==> config.mk <==
export PLATFORM = sky130hd
export DESIGN_NAME = button_debounce_click_longpress_flat
export DESIGN_NICKNAME = d
export VERILOG_FILES = /design/src/rtl/bdcl_pkg.sv /design/src/rtl/bdcl_if.sv /design/src/rtl/button_debounce_click_longpress.sv /design/src/rtl/bdcl_front.sv /design/src/rtl/bdcl_back.sv /design/src/flat_wrapper.sv
export SDC_FILE = /design/constraint.sdc
export NUM_CORES = 1
export LEC_CHECK = 0
export BUFFER_PORTS_ARGS = -buffer_cell sky130_fd_sc_hd__buf_2
export CAP_MARGIN = 20
export CORE_ASPECT_RATIO = 0.7
export CORE_MARGIN = 10
export CORE_UTILIZATION = 24
export DETAILED_ROUTE_END_ITERATION = 6
export GPL_TIMING_DRIVEN = 1
export PLACE_DENSITY = 0.49
export REMOVE_ABC_BUFFERS = 1
export SYNTH_ARGS = -nofsm -noshare
export SYNTH_HDL_FRONTEND = slang
export SYNTH_HIERARCHICAL = 1
export SYNTH_SLANG_ARGS = --single-unit
==> constraint.sdc <==
create_clock -name clk -period 10.1 [get_ports clk]
set_input_delay 2.525 -clock clk [delete_from_list [all_inputs] [get_ports clk]]
set_output_delay 2.525 -clock clk [all_outputs]
set_load 0.02 [all_outputs]
==> src/rtl/bdcl_pkg.sv <==
// shared types and constants of the button debounce block
`default_nettype none
package bdcl_pkg;

	localparam int NumButtonsDef = 3;
	localparam logic [15:0] DefDebounce = 16'd30;

	// configuration register indexes
	typedef enum logic [2:0] {
		REG_DEBOUNCE  = 3'd0,
		REG_LP_ENABLE = 3'd1,
		REG_LP_TIME1  = 3'd2,
		REG_LP_TIME2  = 3'd3,
		REG_LP_TIME3  = 3'd4,
		REG_EV_LIMIT  = 3'd5
	} reg_idx_t;

	// event kinds
	typedef enum logic [1:0] {
		EV_CLICK    = 2'd0,
		EV_LONG     = 2'd1,
		EV_LONG_REL = 2'd2
	} ev_kind_t;

	typedef struct packed {
		logic [15:0]       debounce_time;
		logic [2:0]        lp_enable;
		logic [2:0][15:0]  lp_time;
		logic [1:0]        event_limit;
	} cfg_t;

	// classified item handed from front to back
	typedef struct packed {
		logic        is_seed;
		logic [2:0]  pressed;
		logic [31:0] time_now;
	} item_t;

endpackage
`default_nettype wire

==> src/rtl/bdcl_if.sv <==
// item channel interfaces of the button debounce block
`default_nettype none
interface bdcl_in_if;
	logic        valid;
	logic        ready;
	logic        command;
	logic [2:0]  raw_levels;
	logic [31:0] time_now;
	modport source(output valid, command, raw_levels, time_now, input ready);
	modport sink(input valid, command, raw_levels, time_now, output ready);
endinterface

interface bdcl_out_if;
	logic        valid;
	logic        ready;
	logic        record_kind;
	logic [1:0]  button_index;
	logic [1:0]  event_kind;
	logic [31:0] event_time;
	logic [31:0] serial_number;
	logic        deadline_active;
	logic        deadline_due;
	logic [15:0] time_left;
	logic        final_record;
	modport source(output valid, record_kind, button_index, event_kind, event_time,
		serial_number, deadline_active, deadline_due, time_left, final_record,
		input ready);
	modport sink(input valid, record_kind, button_index, event_kind, event_time,
		serial_number, deadline_active, deadline_due, time_left, final_record,
		output ready);
endinterface
`default_nettype wire

==> src/rtl/button_debounce_click_longpress.sv <==
// top level: configuration registers, input front end and event back end
//
// Debounces up to three active-low buttons and reports clicks and long presses.
// req carries one item per sample: command (0 sample, 1 seed), raw_levels and
// a millisecond time_now. rsp returns the events of that item (at most
// event_limit of them) followed by one status record with final_record set
// and the nearest deadline.
// Configuration goes through cfg_we / cfg_index / cfg_data; the user writes it
// only while idle, which the block itself does not enforce. The back end starts
// an item, runs the phase machine of each button in turn (ending early at the
// event limit, skipped for a seed or a zero limit, holding while an event waits
// for rsp), scans the deadline of each button (the scan ends early at a due
// wait) and loads the status record once the result register is free; the
// per-button sequencer sets these steps.
// A two-entry queue between front and back keeps req accepting while the
// back end works; when rsp stalls, the back end holds and the queue fills.
// Reset returns every button to idle, the serial to 0, debounce to 30 ms and
// the event limit to 3; no result is pending after reset.
`default_nettype none
module button_debounce_click_longpress #(
	parameter int NUM_BUTTONS = bdcl_pkg::NumButtonsDef
) (
	input  wire logic        clk,
	input  wire logic        arst_n,
	bdcl_in_if.sink          req,
	bdcl_out_if.source       rsp,
	input  wire logic        cfg_we,
	input  wire logic [2:0]  cfg_index,
	input  wire logic [15:0] cfg_data
);

	bdcl_pkg::cfg_t  cfg_q;
	bdcl_pkg::item_t q_item;
	logic            q_valid;
	logic            q_pop;

	// configuration registers
	always_ff @(posedge clk or negedge arst_n) begin
		if (!arst_n) begin
			cfg_q.debounce_time <= bdcl_pkg::DefDebounce;
			cfg_q.lp_enable     <= 3'd0;
			cfg_q.lp_time       <= '0;
			cfg_q.event_limit   <= 2'd3;
		end else if (cfg_we) begin
			case (bdcl_pkg::reg_idx_t'(cfg_index))
				bdcl_pkg::REG_DEBOUNCE:  cfg_q.debounce_time <= cfg_data;
				bdcl_pkg::REG_LP_ENABLE: cfg_q.lp_enable     <= cfg_data[2:0];
				bdcl_pkg::REG_LP_TIME1:  cfg_q.lp_time[0]    <= cfg_data;
				bdcl_pkg::REG_LP_TIME2:  cfg_q.lp_time[1]    <= cfg_data;
				bdcl_pkg::REG_LP_TIME3:  cfg_q.lp_time[2]    <= cfg_data;
				bdcl_pkg::REG_EV_LIMIT:  cfg_q.event_limit   <= cfg_data[1:0];
				default: begin
				end
			endcase
		end
	end

	bdcl_front u_front (
		.clk     (clk),
		.arst_n  (arst_n),
		.req     (req),
		.q_item  (q_item),
		.q_valid (q_valid),
		.q_pop   (q_pop)
	);

	bdcl_back #(
		.NUM_BUTTONS (NUM_BUTTONS)
	) u_back (
		.clk     (clk),
		.arst_n  (arst_n),
		.cfg     (cfg_q),
		.q_item  (q_item),
		.q_valid (q_valid),
		.q_pop   (q_pop),
		.rsp     (rsp)
	);

endmodule
`default_nettype wire

==> src/rtl/bdcl_front.sv <==
// input side: accepts items, classifies them and queues them for the back end
`default_nettype none
module bdcl_front (
	input  wire logic          clk,
	input  wire logic          arst_n,
	bdcl_in_if.sink            req,
	output bdcl_pkg::item_t    q_item,
	output logic               q_valid,
	input  wire logic          q_pop
);

	bdcl_pkg::item_t ent_q [2];
	logic            wr_ptr_q;
	logic            rd_ptr_q;
	logic [1:0]      cnt_q;
	logic            push;
	bdcl_pkg::item_t cls;

	// classify: seed flag and active-high press vector
	always_comb begin
		cls.is_seed  = req.command;
		cls.pressed  = ~req.raw_levels;
		cls.time_now = req.time_now;
	end

	assign req.ready = (cnt_q != 2'd2);
	assign push      = req.valid && req.ready;
	assign q_valid   = (cnt_q != 2'd0);
	assign q_item    = ent_q[rd_ptr_q];

	// two-entry queue storage
	always_ff @(posedge clk) begin
		if (push) begin
			ent_q[wr_ptr_q] <= cls;
		end
	end

	// queue pointers
	always_ff @(posedge clk or negedge arst_n) begin
		if (!arst_n) begin
			wr_ptr_q <= 1'b0;
			rd_ptr_q <= 1'b0;
			cnt_q    <= 2'd0;
		end else begin
			if (push) wr_ptr_q <= ~wr_ptr_q;
			if (q_pop) rd_ptr_q <= ~rd_ptr_q;
			cnt_q <= cnt_q + {1'b0, push} - {1'b0, q_pop};
		end
	end

`ifndef SYNTHESIS
	a_no_pop_empty: assert property (@(posedge clk) disable iff (!arst_n)
		q_pop |-> q_valid) else $error("pop from empty queue");
	a_cnt_range: assert property (@(posedge clk) disable iff (!arst_n)
		cnt_q != 2'd3) else $error("queue count out of range");
	a_push_count: assert property (@(posedge clk) disable iff (!arst_n)
		push && !q_pop |=> cnt_q == $past(cnt_q) + 2'd1) else $error("lost push");
`endif

endmodule
`default_nettype wire

==> src/rtl/bdcl_back.sv <==
// back end: per-button sequencer, deadline scan and result register
`default_nettype none
module bdcl_back #(
	parameter int NUM_BUTTONS = bdcl_pkg::NumButtonsDef
) (
	input  wire logic          clk,
	input  wire logic          arst_n,
	input  wire bdcl_pkg::cfg_t  cfg,
	input  wire bdcl_pkg::item_t q_item,
	input  wire logic          q_valid,
	output logic               q_pop,
	bdcl_out_if.source         rsp
);

	localparam int IW = (NUM_BUTTONS > 1) ? $clog2(NUM_BUTTONS) : 1;
	localparam logic [IW-1:0] LastBtn = IW'(NUM_BUTTONS - 1);

	typedef enum logic [2:0] {
		PH_IDLE = 3'd0, PH_WAIT_PRESS = 3'd1, PH_PRESSED = 3'd2,
		PH_WAIT_RELEASE = 3'd3, PH_SEED = 3'd4
	} phase_t;

	typedef enum logic [1:0] {S_IDLE, S_BTN, S_STAT, S_SOUT} state_t;

	state_t      st_q;
	logic [IW-1:0] b_q;
	logic [1:0]  cnt_q;
	logic        act_q;
	logic        due_q;
	logic [15:0] left_q;
	logic [31:0] serial_q;

	phase_t      ph_q    [NUM_BUTTONS];
	logic        held_q  [NUM_BUTTONS];
	logic        lr_q    [NUM_BUTTONS];
	logic [31:0] edge_q  [NUM_BUTTONS];
	logic [31:0] press_q [NUM_BUTTONS];

	// result register
	logic        ov_q;
	logic        o_kind_q;
	logic [1:0]  o_btn_q;
	logic [1:0]  o_ev_q;
	logic [31:0] o_time_q;
	logic [31:0] o_ser_q;
	logic        o_act_q;
	logic        o_due_q;
	logic [15:0] o_left_q;
	logic        o_fin_q;

	logic        slot_free;
	logic        load_out;
	logic [31:0] now;
	logic [15:0] db;
	logic        pr;
	logic        lp_on;
	phase_t      ph;
	logic        n_held, n_lr, upd_edge, upd_press;
	phase_t      n_ph;
	logic        ev;
	bdcl_pkg::ev_kind_t ev_kind;
	logic [31:0] ev_time;
	logic        pass_edge, pass_press;
	logic        lw, cand, is_due;
	logic [31:0] start, diff;
	logic [15:0] dur, rem;

	assign slot_free = !ov_q || rsp.ready;
	assign now       = q_item.time_now;
	assign db        = (cfg.debounce_time == 16'd0) ? bdcl_pkg::DefDebounce
		: cfg.debounce_time;
	assign ph        = ph_q[b_q];
	assign pr        = q_item.pressed[b_q];
	assign lp_on     = cfg.lp_enable[b_q] && (cfg.lp_time[b_q] != 16'd0);
	assign pass_edge  = (now - edge_q[b_q]) >= {16'd0, db};
	assign pass_press = (now - press_q[b_q]) >= {16'd0, cfg.lp_time[b_q]};

	// next state of the current button for a sample item
	always_comb begin
		n_ph = ph; n_held = held_q[b_q]; n_lr = lr_q[b_q];
		upd_edge = 1'b0; upd_press = 1'b0;
		ev = 1'b0; ev_kind = bdcl_pkg::EV_CLICK; ev_time = now;
		case (ph)
			PH_IDLE: begin
				if (pr) begin
					n_held = 1'b1; upd_edge = 1'b1; n_lr = 1'b0; n_ph = PH_WAIT_PRESS;
				end
			end
			PH_WAIT_PRESS: begin
				if (!pr) begin
					n_held = 1'b0; n_ph = PH_IDLE;
				end else if (pass_edge) begin
					n_held = 1'b1; n_ph = PH_PRESSED; upd_press = 1'b1;
				end
			end
			PH_PRESSED: begin
				if (!pr) begin
					n_held = 1'b0; upd_edge = 1'b1; n_ph = PH_WAIT_RELEASE;
				end else if (lp_on && !lr_q[b_q] && pass_press) begin
					n_lr = 1'b1; ev = 1'b1; ev_kind = bdcl_pkg::EV_LONG;
				end
			end
			PH_WAIT_RELEASE: begin
				if (pr) begin
					n_held = 1'b1; n_ph = PH_PRESSED;
				end else if (pass_edge) begin
					n_held = 1'b0; n_ph = PH_IDLE; ev = 1'b1;
					if (lr_q[b_q]) begin
						n_lr = 1'b0; ev_kind = bdcl_pkg::EV_LONG_REL;
					end else begin
						ev_time = press_q[b_q];
					end
				end
			end
			PH_SEED: begin
				if (pr) begin
					n_held = 1'b1;
				end else if (held_q[b_q]) begin
					n_held = 1'b0; upd_edge = 1'b1;
				end else if (pass_edge) begin
					n_ph = PH_IDLE;
				end
			end
			default: begin
				n_ph = PH_IDLE;
			end
		endcase
	end

	// deadline terms of the current button
	always_comb begin
		lw    = (ph == PH_PRESSED) && !lr_q[b_q] && lp_on;
		cand  = (ph == PH_WAIT_PRESS) || (ph == PH_WAIT_RELEASE)
			|| ((ph == PH_SEED) && !held_q[b_q]) || lw;
		start = lw ? press_q[b_q] : edge_q[b_q];
		dur   = lw ? cfg.lp_time[b_q] : db;
		diff  = now - start;
		is_due = diff >= {16'd0, dur};
		rem   = dur - diff[15:0];
	end

	assign q_pop = (st_q == S_SOUT) && slot_free;

	// result register is loaded this cycle
	assign load_out = ((st_q == S_BTN) && ev && slot_free) || q_pop;

	// sequencer, button state and result register
	always_ff @(posedge clk or negedge arst_n) begin
		if (!arst_n) begin
			st_q <= S_IDLE; b_q <= '0; cnt_q <= 2'd0;
			act_q <= 1'b0; due_q <= 1'b0; left_q <= 16'd0; serial_q <= 32'd0;
			ov_q <= 1'b0; o_kind_q <= 1'b0; o_btn_q <= 2'd0; o_ev_q <= 2'd0;
			o_time_q <= 32'd0; o_ser_q <= 32'd0; o_act_q <= 1'b0; o_due_q <= 1'b0;
			o_left_q <= 16'd0; o_fin_q <= 1'b0;
			for (int i = 0; i < NUM_BUTTONS; i++) begin
				ph_q[i] <= PH_IDLE; held_q[i] <= 1'b0; lr_q[i] <= 1'b0;
				edge_q[i] <= 32'd0; press_q[i] <= 32'd0;
			end
		end else begin
			if (rsp.ready && !load_out) ov_q <= 1'b0;
			case (st_q)
				S_IDLE: begin
					b_q <= '0; cnt_q <= 2'd0;
					act_q <= 1'b0; due_q <= 1'b0; left_q <= 16'd0;
					if (q_valid) begin
						if (q_item.is_seed) begin
							for (int i = 0; i < NUM_BUTTONS; i++) begin
								held_q[i] <= q_item.pressed[i];
								lr_q[i]   <= 1'b0;
								if (q_item.pressed[i]) begin
									ph_q[i] <= PH_SEED; edge_q[i] <= now;
								end else begin
									ph_q[i] <= PH_IDLE;
								end
							end
							st_q <= S_STAT;
						end else if (cfg.event_limit == 2'd0) begin
							st_q <= S_STAT;
						end else begin
							st_q <= S_BTN;
						end
					end
				end
				S_BTN: begin
					if (!ev || slot_free) begin
						ph_q[b_q] <= n_ph; held_q[b_q] <= n_held; lr_q[b_q] <= n_lr;
						if (upd_edge) edge_q[b_q] <= now;
						if (upd_press) press_q[b_q] <= now;
						if (ev) begin
							serial_q <= serial_q + 32'd1;
							cnt_q    <= cnt_q + 2'd1;
							ov_q <= 1'b1; o_kind_q <= 1'b0; o_btn_q <= 2'(b_q);
							o_ev_q <= ev_kind; o_time_q <= ev_time;
							o_ser_q <= serial_q + 32'd1;
							o_act_q <= 1'b0; o_due_q <= 1'b0; o_left_q <= 16'd0;
							o_fin_q <= 1'b0;
						end
						if (b_q == LastBtn || (ev && (cnt_q + 2'd1) == cfg.event_limit)) begin
							b_q <= '0; st_q <= S_STAT;
						end else begin
							b_q <= b_q + IW'(1);
						end
					end
				end
				S_STAT: begin
					if (cand) begin
						act_q <= 1'b1;
						if (is_due) begin
							due_q <= 1'b1; left_q <= 16'd0;
						end else if (left_q == 16'd0 || rem < left_q) begin
							left_q <= rem;
						end
					end
					if (b_q == LastBtn || (cand && is_due)) begin
						st_q <= S_SOUT;
					end else begin
						b_q <= b_q + IW'(1);
					end
				end
				S_SOUT: begin
					if (slot_free) begin
						ov_q <= 1'b1; o_kind_q <= 1'b1; o_btn_q <= 2'd0; o_ev_q <= 2'd0;
						o_time_q <= 32'd0; o_ser_q <= 32'd0; o_act_q <= act_q;
						o_due_q <= due_q; o_left_q <= left_q; o_fin_q <= 1'b1;
						st_q <= S_IDLE;
					end
				end
				default: begin
					st_q <= S_IDLE;
				end
			endcase
		end
	end

	assign rsp.valid           = ov_q;
	assign rsp.record_kind     = o_kind_q;
	assign rsp.button_index    = o_btn_q;
	assign rsp.event_kind      = o_ev_q;
	assign rsp.event_time      = o_time_q;
	assign rsp.serial_number   = o_ser_q;
	assign rsp.deadline_active = o_act_q;
	assign rsp.deadline_due    = o_due_q;
	assign rsp.time_left       = o_left_q;
	assign rsp.final_record    = o_fin_q;

`ifndef SYNTHESIS
	a_status_out: assert property (@(posedge clk) disable iff (!arst_n)
		q_pop |=> ov_q && o_fin_q) else $error("status record missing");
	a_left_active: assert property (@(posedge clk) disable iff (!arst_n)
		ov_q && o_kind_q && o_left_q != 16'd0 |-> o_act_q && !o_due_q)
		else $error("time left without pending wait");
	a_ev_count: assert property (@(posedge clk) disable iff (!arst_n)
		st_q == S_BTN |-> cnt_q < cfg.event_limit) else $error("event limit overrun");
	a_serial_step: assert property (@(posedge clk) disable iff (!arst_n)
		serial_q != $past(serial_q) |-> serial_q == $past(serial_q) + 32'd1)
		else $error("serial skipped");
`endif

endmodule
`default_nettype wire
==> src/flat_wrapper.sv <==
// flat-port wrapper written by rule: the top's interface ports become plain ports
module button_debounce_click_longpress_flat 
#(
	parameter int NUM_BUTTONS = bdcl_pkg::NumButtonsDef
)
  (clk, arst_n, cfg_we, cfg_index, cfg_data, req_valid, req_command, req_raw_levels, req_time_now, req_ready, rsp_valid, rsp_record_kind, rsp_button_index, rsp_event_kind, rsp_event_time, rsp_serial_number, rsp_deadline_active, rsp_deadline_due, rsp_time_left, rsp_final_record, rsp_ready);
  bdcl_in_if req_i ();
  bdcl_out_if rsp_i ();
  input  wire logic clk;
  input  wire logic arst_n;
  input  wire logic cfg_we;
  input  wire logic [2:0] cfg_index;
  input  wire logic [15:0] cfg_data;
  input wire logic [$bits(req_i.valid)-1:0] req_valid;
  input wire logic [$bits(req_i.command)-1:0] req_command;
  input wire logic [$bits(req_i.raw_levels)-1:0] req_raw_levels;
  input wire logic [$bits(req_i.time_now)-1:0] req_time_now;
  output wire logic [$bits(req_i.ready)-1:0] req_ready;
  output wire logic [$bits(rsp_i.valid)-1:0] rsp_valid;
  output wire logic [$bits(rsp_i.record_kind)-1:0] rsp_record_kind;
  output wire logic [$bits(rsp_i.button_index)-1:0] rsp_button_index;
  output wire logic [$bits(rsp_i.event_kind)-1:0] rsp_event_kind;
  output wire logic [$bits(rsp_i.event_time)-1:0] rsp_event_time;
  output wire logic [$bits(rsp_i.serial_number)-1:0] rsp_serial_number;
  output wire logic [$bits(rsp_i.deadline_active)-1:0] rsp_deadline_active;
  output wire logic [$bits(rsp_i.deadline_due)-1:0] rsp_deadline_due;
  output wire logic [$bits(rsp_i.time_left)-1:0] rsp_time_left;
  output wire logic [$bits(rsp_i.final_record)-1:0] rsp_final_record;
  input wire logic [$bits(rsp_i.ready)-1:0] rsp_ready;
  assign req_i.valid = req_valid;
  assign req_i.command = req_command;
  assign req_i.raw_levels = req_raw_levels;
  assign req_i.time_now = req_time_now;
  assign req_ready = req_i.ready;
  assign rsp_valid = rsp_i.valid;
  assign rsp_record_kind = rsp_i.record_kind;
  assign rsp_button_index = rsp_i.button_index;
  assign rsp_event_kind = rsp_i.event_kind;
  assign rsp_event_time = rsp_i.event_time;
  assign rsp_serial_number = rsp_i.serial_number;
  assign rsp_deadline_active = rsp_i.deadline_active;
  assign rsp_deadline_due = rsp_i.deadline_due;
  assign rsp_time_left = rsp_i.time_left;
  assign rsp_final_record = rsp_i.final_record;
  assign rsp_i.ready = rsp_ready;
  button_debounce_click_longpress #(.NUM_BUTTONS(NUM_BUTTONS)) u_core (.clk(clk), .arst_n(arst_n), .req(req_i), .rsp(rsp_i), .cfg_we(cfg_we), .cfg_index(cfg_index), .cfg_data(cfg_data));
endmodule
---- Yosys cells after proc, flatten, opt, wreduce, memory -nomap -nowiden ----
Memory sizes are Yosys's and may differ from the RTL's.
Cells that the tools add are included.
W data, S select, Z words.
storage, ports and cells
  register bits after elaboration ......... 424
  RAM bits ................................ 72
  input bits .............................. 60
  word-level logic and storage cells ...... 308
  memories ................................ 1
cells by class
  $add $sub $neg .......................... 9
  $lt $le $gt $ge ......................... 7
  equality and inequality tests ........... 30
  mux-type cells .......................... 158
  bitwise gates (word level) .............. 4
  reduce and logical (&&, ||, !) cells .... 59
memory list
  memory                depth  width  rd ports  clocked after Yosys merged registers in  write ports  RTL line          source
  u_core.u_front.ent_q  2      36     1         0                                        1            bdcl_front.sv:12  bdcl_pkg::item_t ent_q [2];
operators with widths
  operator                 count
  $mux W32                 18
  $mux W96                 4
  $bwmux W96               2
  $pmux W96 S2             1
  $mux W16                 9
  $bmux W32 S2             2
  $pmux W32 S2             2
  $ge A32 B16 Y1           3
  $sub A32 B32 Y32         3
  $demux W32 S2            1
  $pmux W16 S2             2
  $mux W3                  20
  $mux W1                  44
  $mux W2                  19
  $add A32 B1 Y32 const B  1
  $bmux W16 S2             1
  $logic_not A16 Y1        2
  $mux W9                  3
  $ne A2 B2 Y1 const B     11
  $pmux W9 S2              1
  $reduce_and A3 Y1        6
  $reduce_and A6 Y1        3
  $lt A16 B16 Y1           1
  $pmux W2 S2              4
  other kinds (42)         104

---- Depth between registers and ports, before layout ----
  word-level depth ........................ 19
  mapped depth ............................ 38
  gate-level depth less buffers ........... 32

---- By module ----
The synthesis kept the hierarchy.
by module, submodules not included
  module                           times used  cells an instance  area each (um^2)
  bdcl_back                        1           2652               25630.8
  bdcl_front                       1           132                2812.7
  button_debounce_click_longpress  1           150                2773.9

---- Worst setup path before layout ----
OpenSTA, ideal clock, no wires.
  kind .................................... register to register
  start point ............................. register u_core.u_back.b_q[1]
  end point ............................... register u_core.u_back.left_q[1]
  library setup time ...................... 121 ps
  arrival time ............................ 7016 ps
  required time ........................... 9979 ps
  setup slack ............................. 2963 ps
  stages on the path, launching flop included .. 34
  clock period less this slack ............ 7137 ps
  cell sequence ........................... dfrtp_1 > buf_2 > buf_2 > mux2_2 > a22oi_1 > nand4_1 > nor4_1 > or2_2 > clkbuf_1 > clkbuf_1 > mux2_2 > ha_1 > a21o_1 > or3_1 > o211a_1 > nor2_1 > xnor2_1 > ha_1 > or2_2 > a21oi_1 > a31oi_1 > and2_1 > o21a_1 > nor2_1 > xnor2_1 > ha_1 > o21a_1 > o21ai_0 > a21oi_1 > nor3_1 > a21oi_1 > a21o_1 > and2_1 > a22o_1
between the ends
  word-level cells in the longest chain between the ends .. 14
RTL lines
  element                                                                       RTL line                            source
  start, declared                                                               bdcl_back.sv:26                     logic [IW-1:0] b_q;
  start signal, assigned                                                        bdcl_back.sv:201                    b_q <= b_q + IW'(1);
  start signal, assigned                                                        bdcl_back.sv:217                    b_q <= b_q + IW'(1);
  $not A2 Y3 (not written as such)                                              n/a
  $bmux W3 S2 / $bmux W1 S2 (equally long branches)                             bdcl_back.sv:72, bdcl_back.sv:132
  $mux W3 (not written as such) / $mux W1 (equally long branches) (2 in a row)  bdcl_back.sv:72, bdcl_back.sv:132
  $eq A3 B2 Y1 / $logic_not A1 Y1 (equally long branches)                       bdcl_back.sv:132                    lw = (ph == PH_PRESSED) && !lr_q[b_q] && lp_on;
  $logic_and A1 B1 Y1 (2 in a row)                                              bdcl_back.sv:132
  $mux W32                                                                      bdcl_back.sv:135                    start = lw ? press_q[b_q] : edge_q[b_q];
  $sub A32 B32 Y32                                                              bdcl_back.sv:137                    diff = now - start;
  $sub A16 B16 Y16                                                              bdcl_back.sv:139                    rem = dur - diff[15:0];
  $lt A16 B16 Y1 / $mux W16 (equally long branches)                             bdcl_back.sv:210                    end else if (left_q == 16'd0 || rem < left_q) begin
  $logic_or A1 B1 Y1 / $mux W16 (equally long branches)                         bdcl_back.sv:210, bdcl_back.sv:208
  $ne A3 B3 Y1 (no source line) / $mux W16 (equally long branches)              n/a
  $reduce_and A3 Y1 (no source line) / $pmux W16 S2 (equally long branches)     n/a
  end signal, assigned                                                          bdcl_back.sv:211                    left_q <= rem;
  end, declared                                                                 bdcl_back.sv:30                     logic [15:0] left_q;
Several ways; a longest one is shown, not always the timed one. The select of a mux whose other input is x is not followed.
A chain may end at the register's enable or synchronous reset.

---- Worst setup path after layout ----
Ends and elaborated chain as after synthesis.

==> results by group <==
Outcome
  • Status: complete, but fails checks
  • Violated checks: design-rule violations

STA
  • Fmax: 108 MHz
  • Min Tclk post-route: 9290 ps
  • Final Cycle Share: 0.920
  • Setup violations, final: 0
  • Worst slew margin: 0.279
  • Final Slew Violations: 0
  • Least-Margin Pin Slew: 1070 ps
  • RSZ-0062 raised after global routing: false
  • Final Hold Vio Count: 0
  • Final hold slack: 472 ps
  • Setup Skew: 31.4 ps

Floorplanning
  • Die W: 451 um
  • Core Area: 129000 um^2
  • Die height: 322 um
  • Overall die area: 145000 um^2
  • I/O Pins: 150
  • FP Rows: 110
  • Initial core utilization: 0.242

Worst setup path
  • Crit path kind: reg -> reg
  • Crit. End Element: register
  • Reg-to-reg startpoint: u_core/u_back/b_q[1]$_DFFE_PN0P_
  • CP required: 10600 ps
  • CP max FO: 35
  • CP max stage delay: 860 ps
  • Critical Path Slowest Stage Cell: nor4_1
  • Nature of the critical path startpoint: register
  • Worst reg2reg endpoint: u_core/u_back/left_q[1]$_DFFE_PN0P_
  • Worst r2r path cells: 31
  • Crit path DAT: 9790 ps
  • Reg2reg setup slack: 810 ps

Logic synthesis
  • Mapped Avg Cell Area: 10.6 um^2
  • Mux share of post-synthesis cell area: 0.179
  • Largest family of logic cells by synthesized area: multiplexers
  • XOR/XNOR share of the synthesized area: 0.0410
  • Fraction of registers with async set/reset: 0.855
  • EDFF count, synth: 72
  • Mapped Area: 31200 um^2
  • Complex-gate fraction of the synthesized area: 0.146
  • Adder-Cell Fraction of Synth Area: 0.0759
  • Seq/Total Area, Yosys: 0.409
  • Synthesized flop and latch total: 496
  • Yosys top cell area share: 0.335
  • Cells after synthesis: 2934
  • Post-synth cell types: 101
  • Predominant post-synthesis flop cell: dfrtp_1
  • Largest cells by area after synthesis: dfrtp_1 (34%), ha_1 (7.3%), edfxtp_1 (6.9%)
  • Yosys top cell by area: dfrtp_1
  • Yosys warning total: 6
  • Post-Synth Simple-Gate Area: 0.109

Routing
  • Per-cell routed wire length: 20.9 um
  • DRT Wirelength: 101000 um
  • Routed vias/inst: 4.85
  • Antenna viol nets, final: 0
  • # DRC: 1
  • Via Count: 23400
  • DRT iter0 DRCs: 1924
  • Pre-antenna DRT Iters: 7

Final layout
  • Layout area overhead: 14.8%
  • Commonest cells after routing, fill and taps aside: dfrtp_1 (415), nor2_1 (230), mux2_2 (192), a21oi_1 (187), ha_1 (182)
  • Share of cells above drive strength 1: 0.212
  • Final std cells w/o fill: 4828
  • Final #Nets: 3292
  • Design area: 35800 um^2
  • Commonest non-fill, non-tap cell in the layout: dfrtp_1

Global routing
  • First-pass GRT wire length: 152000 um
  • Vias in the first global route: 22600
  • Grt ovf: 0
  • Antenna violations before repair: 4
  • Largest net degree at the start of global routing: 144
  • Global-route usage over all layers: 0.134

CTS
  • CTS tree: built
  • Clk_lat worst skew: 620 ps
  • Clk slew on worst S/H paths: 70 ps
  • Clock buffer depth: 3
  • CTS buffer count: 54
  • Post-CTS setup buffer count: 0
  • H-tree depth: 2
  • PostCTS Resize Cnt: 0
  • CTS root buf: clkbuf_16
  • Clock sinks: 496
  • Hold Buf Count CTS: 0

Job
  • Max cap viols: 0

Place
  • Area after DPL: 33900 um^2
  • GP Congestion: 0.923
  • Placed cells: 4721
  • DP Wirelength: 75400 um
  • Port bufs: 149

Worst hold path
  • Worst hold endpoint: u_core/u_back/rsp.serial_number[24]$_DFFE_PN0P_
  • Worst Hold Class: reg -> reg
  • WHS Path Cells: 1
  • Min-delay src: u_core/u_back/rsp.serial_number[24]$_DFFE_PN0P_
[through the flow]
step / setup slack [ps] / setup TNS, ps / utilization
final: 810 / 0 / 0.278
after global placement: 1110 / 0 / 0.263
after CTS: 827 / 0 / 0.277
after floorplan: -3440 / -485400 / -
after detailed placement: 855 / 0 / 0.263
after global routing: 219 / 0 / 0.278
[worst max-delay path by stage]
stage	start	endpoint	slack (ps)	cells after the start
after floorplan	u_core/u_back/b_q[1]$_DFFE_PN0P_	u_core/u_back/rsp.event_time[0]$_DFFE_PN0P_	-3440	24
after global placement	u_core/u_back/b_q[1]$_DFFE_PN0P_	u_core/u_back/left_q[15]$_DFFE_PN0P_	1110	31
after detailed placement	u_core/u_back/b_q[1]$_DFFE_PN0P_	u_core/u_back/left_q[1]$_DFFE_PN0P_	860	31
after CTS	u_core/u_back/b_q[1]$_DFFE_PN0P_	u_core/u_back/left_q[1]$_DFFE_PN0P_	830	31
after global routing	u_core/u_back/b_q[1]$_DFFE_PN0P_	u_core/u_back/left_q[13]$_DFFE_PN0P_	220	31
final	u_core/u_back/b_q[1]$_DFFE_PN0P_	u_core/u_back/left_q[1]$_DFFE_PN0P_	810	31
[logic make-up after synthesis]
family,after synthesis
compound gates,662
xor+xnor,146
fa+ha+maj,187
buf+inv,286
flops,496
mux,470
simple gates,687
[cell usage after synthesis (72+ instances only)]
| master | instances |
|---|---|
| mux2i_1 | 121 |
| clkbuf_1 | 74 |
| mux2_4 | 120 |
| nand3_1 | 78 |
| edfxtp_1 | 72 |
| o21ai_0 | 89 |
| nor2_1 | 231 |
| inv_1 | 143 |
| mux2_2 | 192 |
| nand2_1 | 141 |
| dfrtp_1 | 418 |
| ha_1 | 183 |
| xnor2_1 | 92 |
| a21oi_1 | 187 |
[state kept, by name, indices dropped and copies added, names as in the netlist, 3 cells and up]
register	count
u_core/u_back/rsp.serial_number	32
u_core/u_back/edge_q	96
u_core/u_back/rsp.event_time	32
u_core/cfg_q	69
u_core/u_back/lr_q	3
u_core/u_back/rsp.time_left	16
u_core/u_back/serial_q	32
u_core/u_back/left_q	16
u_core/u_back/held_q	3
u_core/u_front/ent_q	72
u_core/u_back/press_q	96
u_core/u_back/ph_q	9
[critical path: cells and delay by family, from the launching register on]
family	cells	cell delay, ps
flip-flops	1	640
adder cells (fa/ha/maj)	4	1270
XOR/XNOR	2	630
buffers and inverters	2	370
AO/OA/AOI/OAI	14	3190
AND/OR/NAND/NOR	8	2620
multiplexers	1	410
[final cells by class]
| cell class | count | area, um^2 |
|---|---|---|
| fillers | 13500 | 93000 |
| multi-input cells | 2152 | 17200 |
| flip-flops and latches | 496 | 12800 |
| well taps | 1736 | 2170 |
| clock buffers | 78 | 1630 |
| repair buffers | 198 | 1250 |
| inverters | 143 | 537 |
| clock inverters | 23 | 238 |
| diodes | 2 | 5.00 |
[routing by layer]
layer | track usage | vias up | share of wire
met3 | 0.0285 | 82 | 0.071
met1 | 0.218 | 11700 | 0.54
met5 | 0 | - | 0.00013
met4 | 0.0189 | 2 | 0.012
met2 | 0.178 | 686 | 0.38
li1 | - | 10900 | -
Power is left out: the tool's default activity adds up to more than one toggle a clock period on the data nets, which glitch-free logic cannot reach.
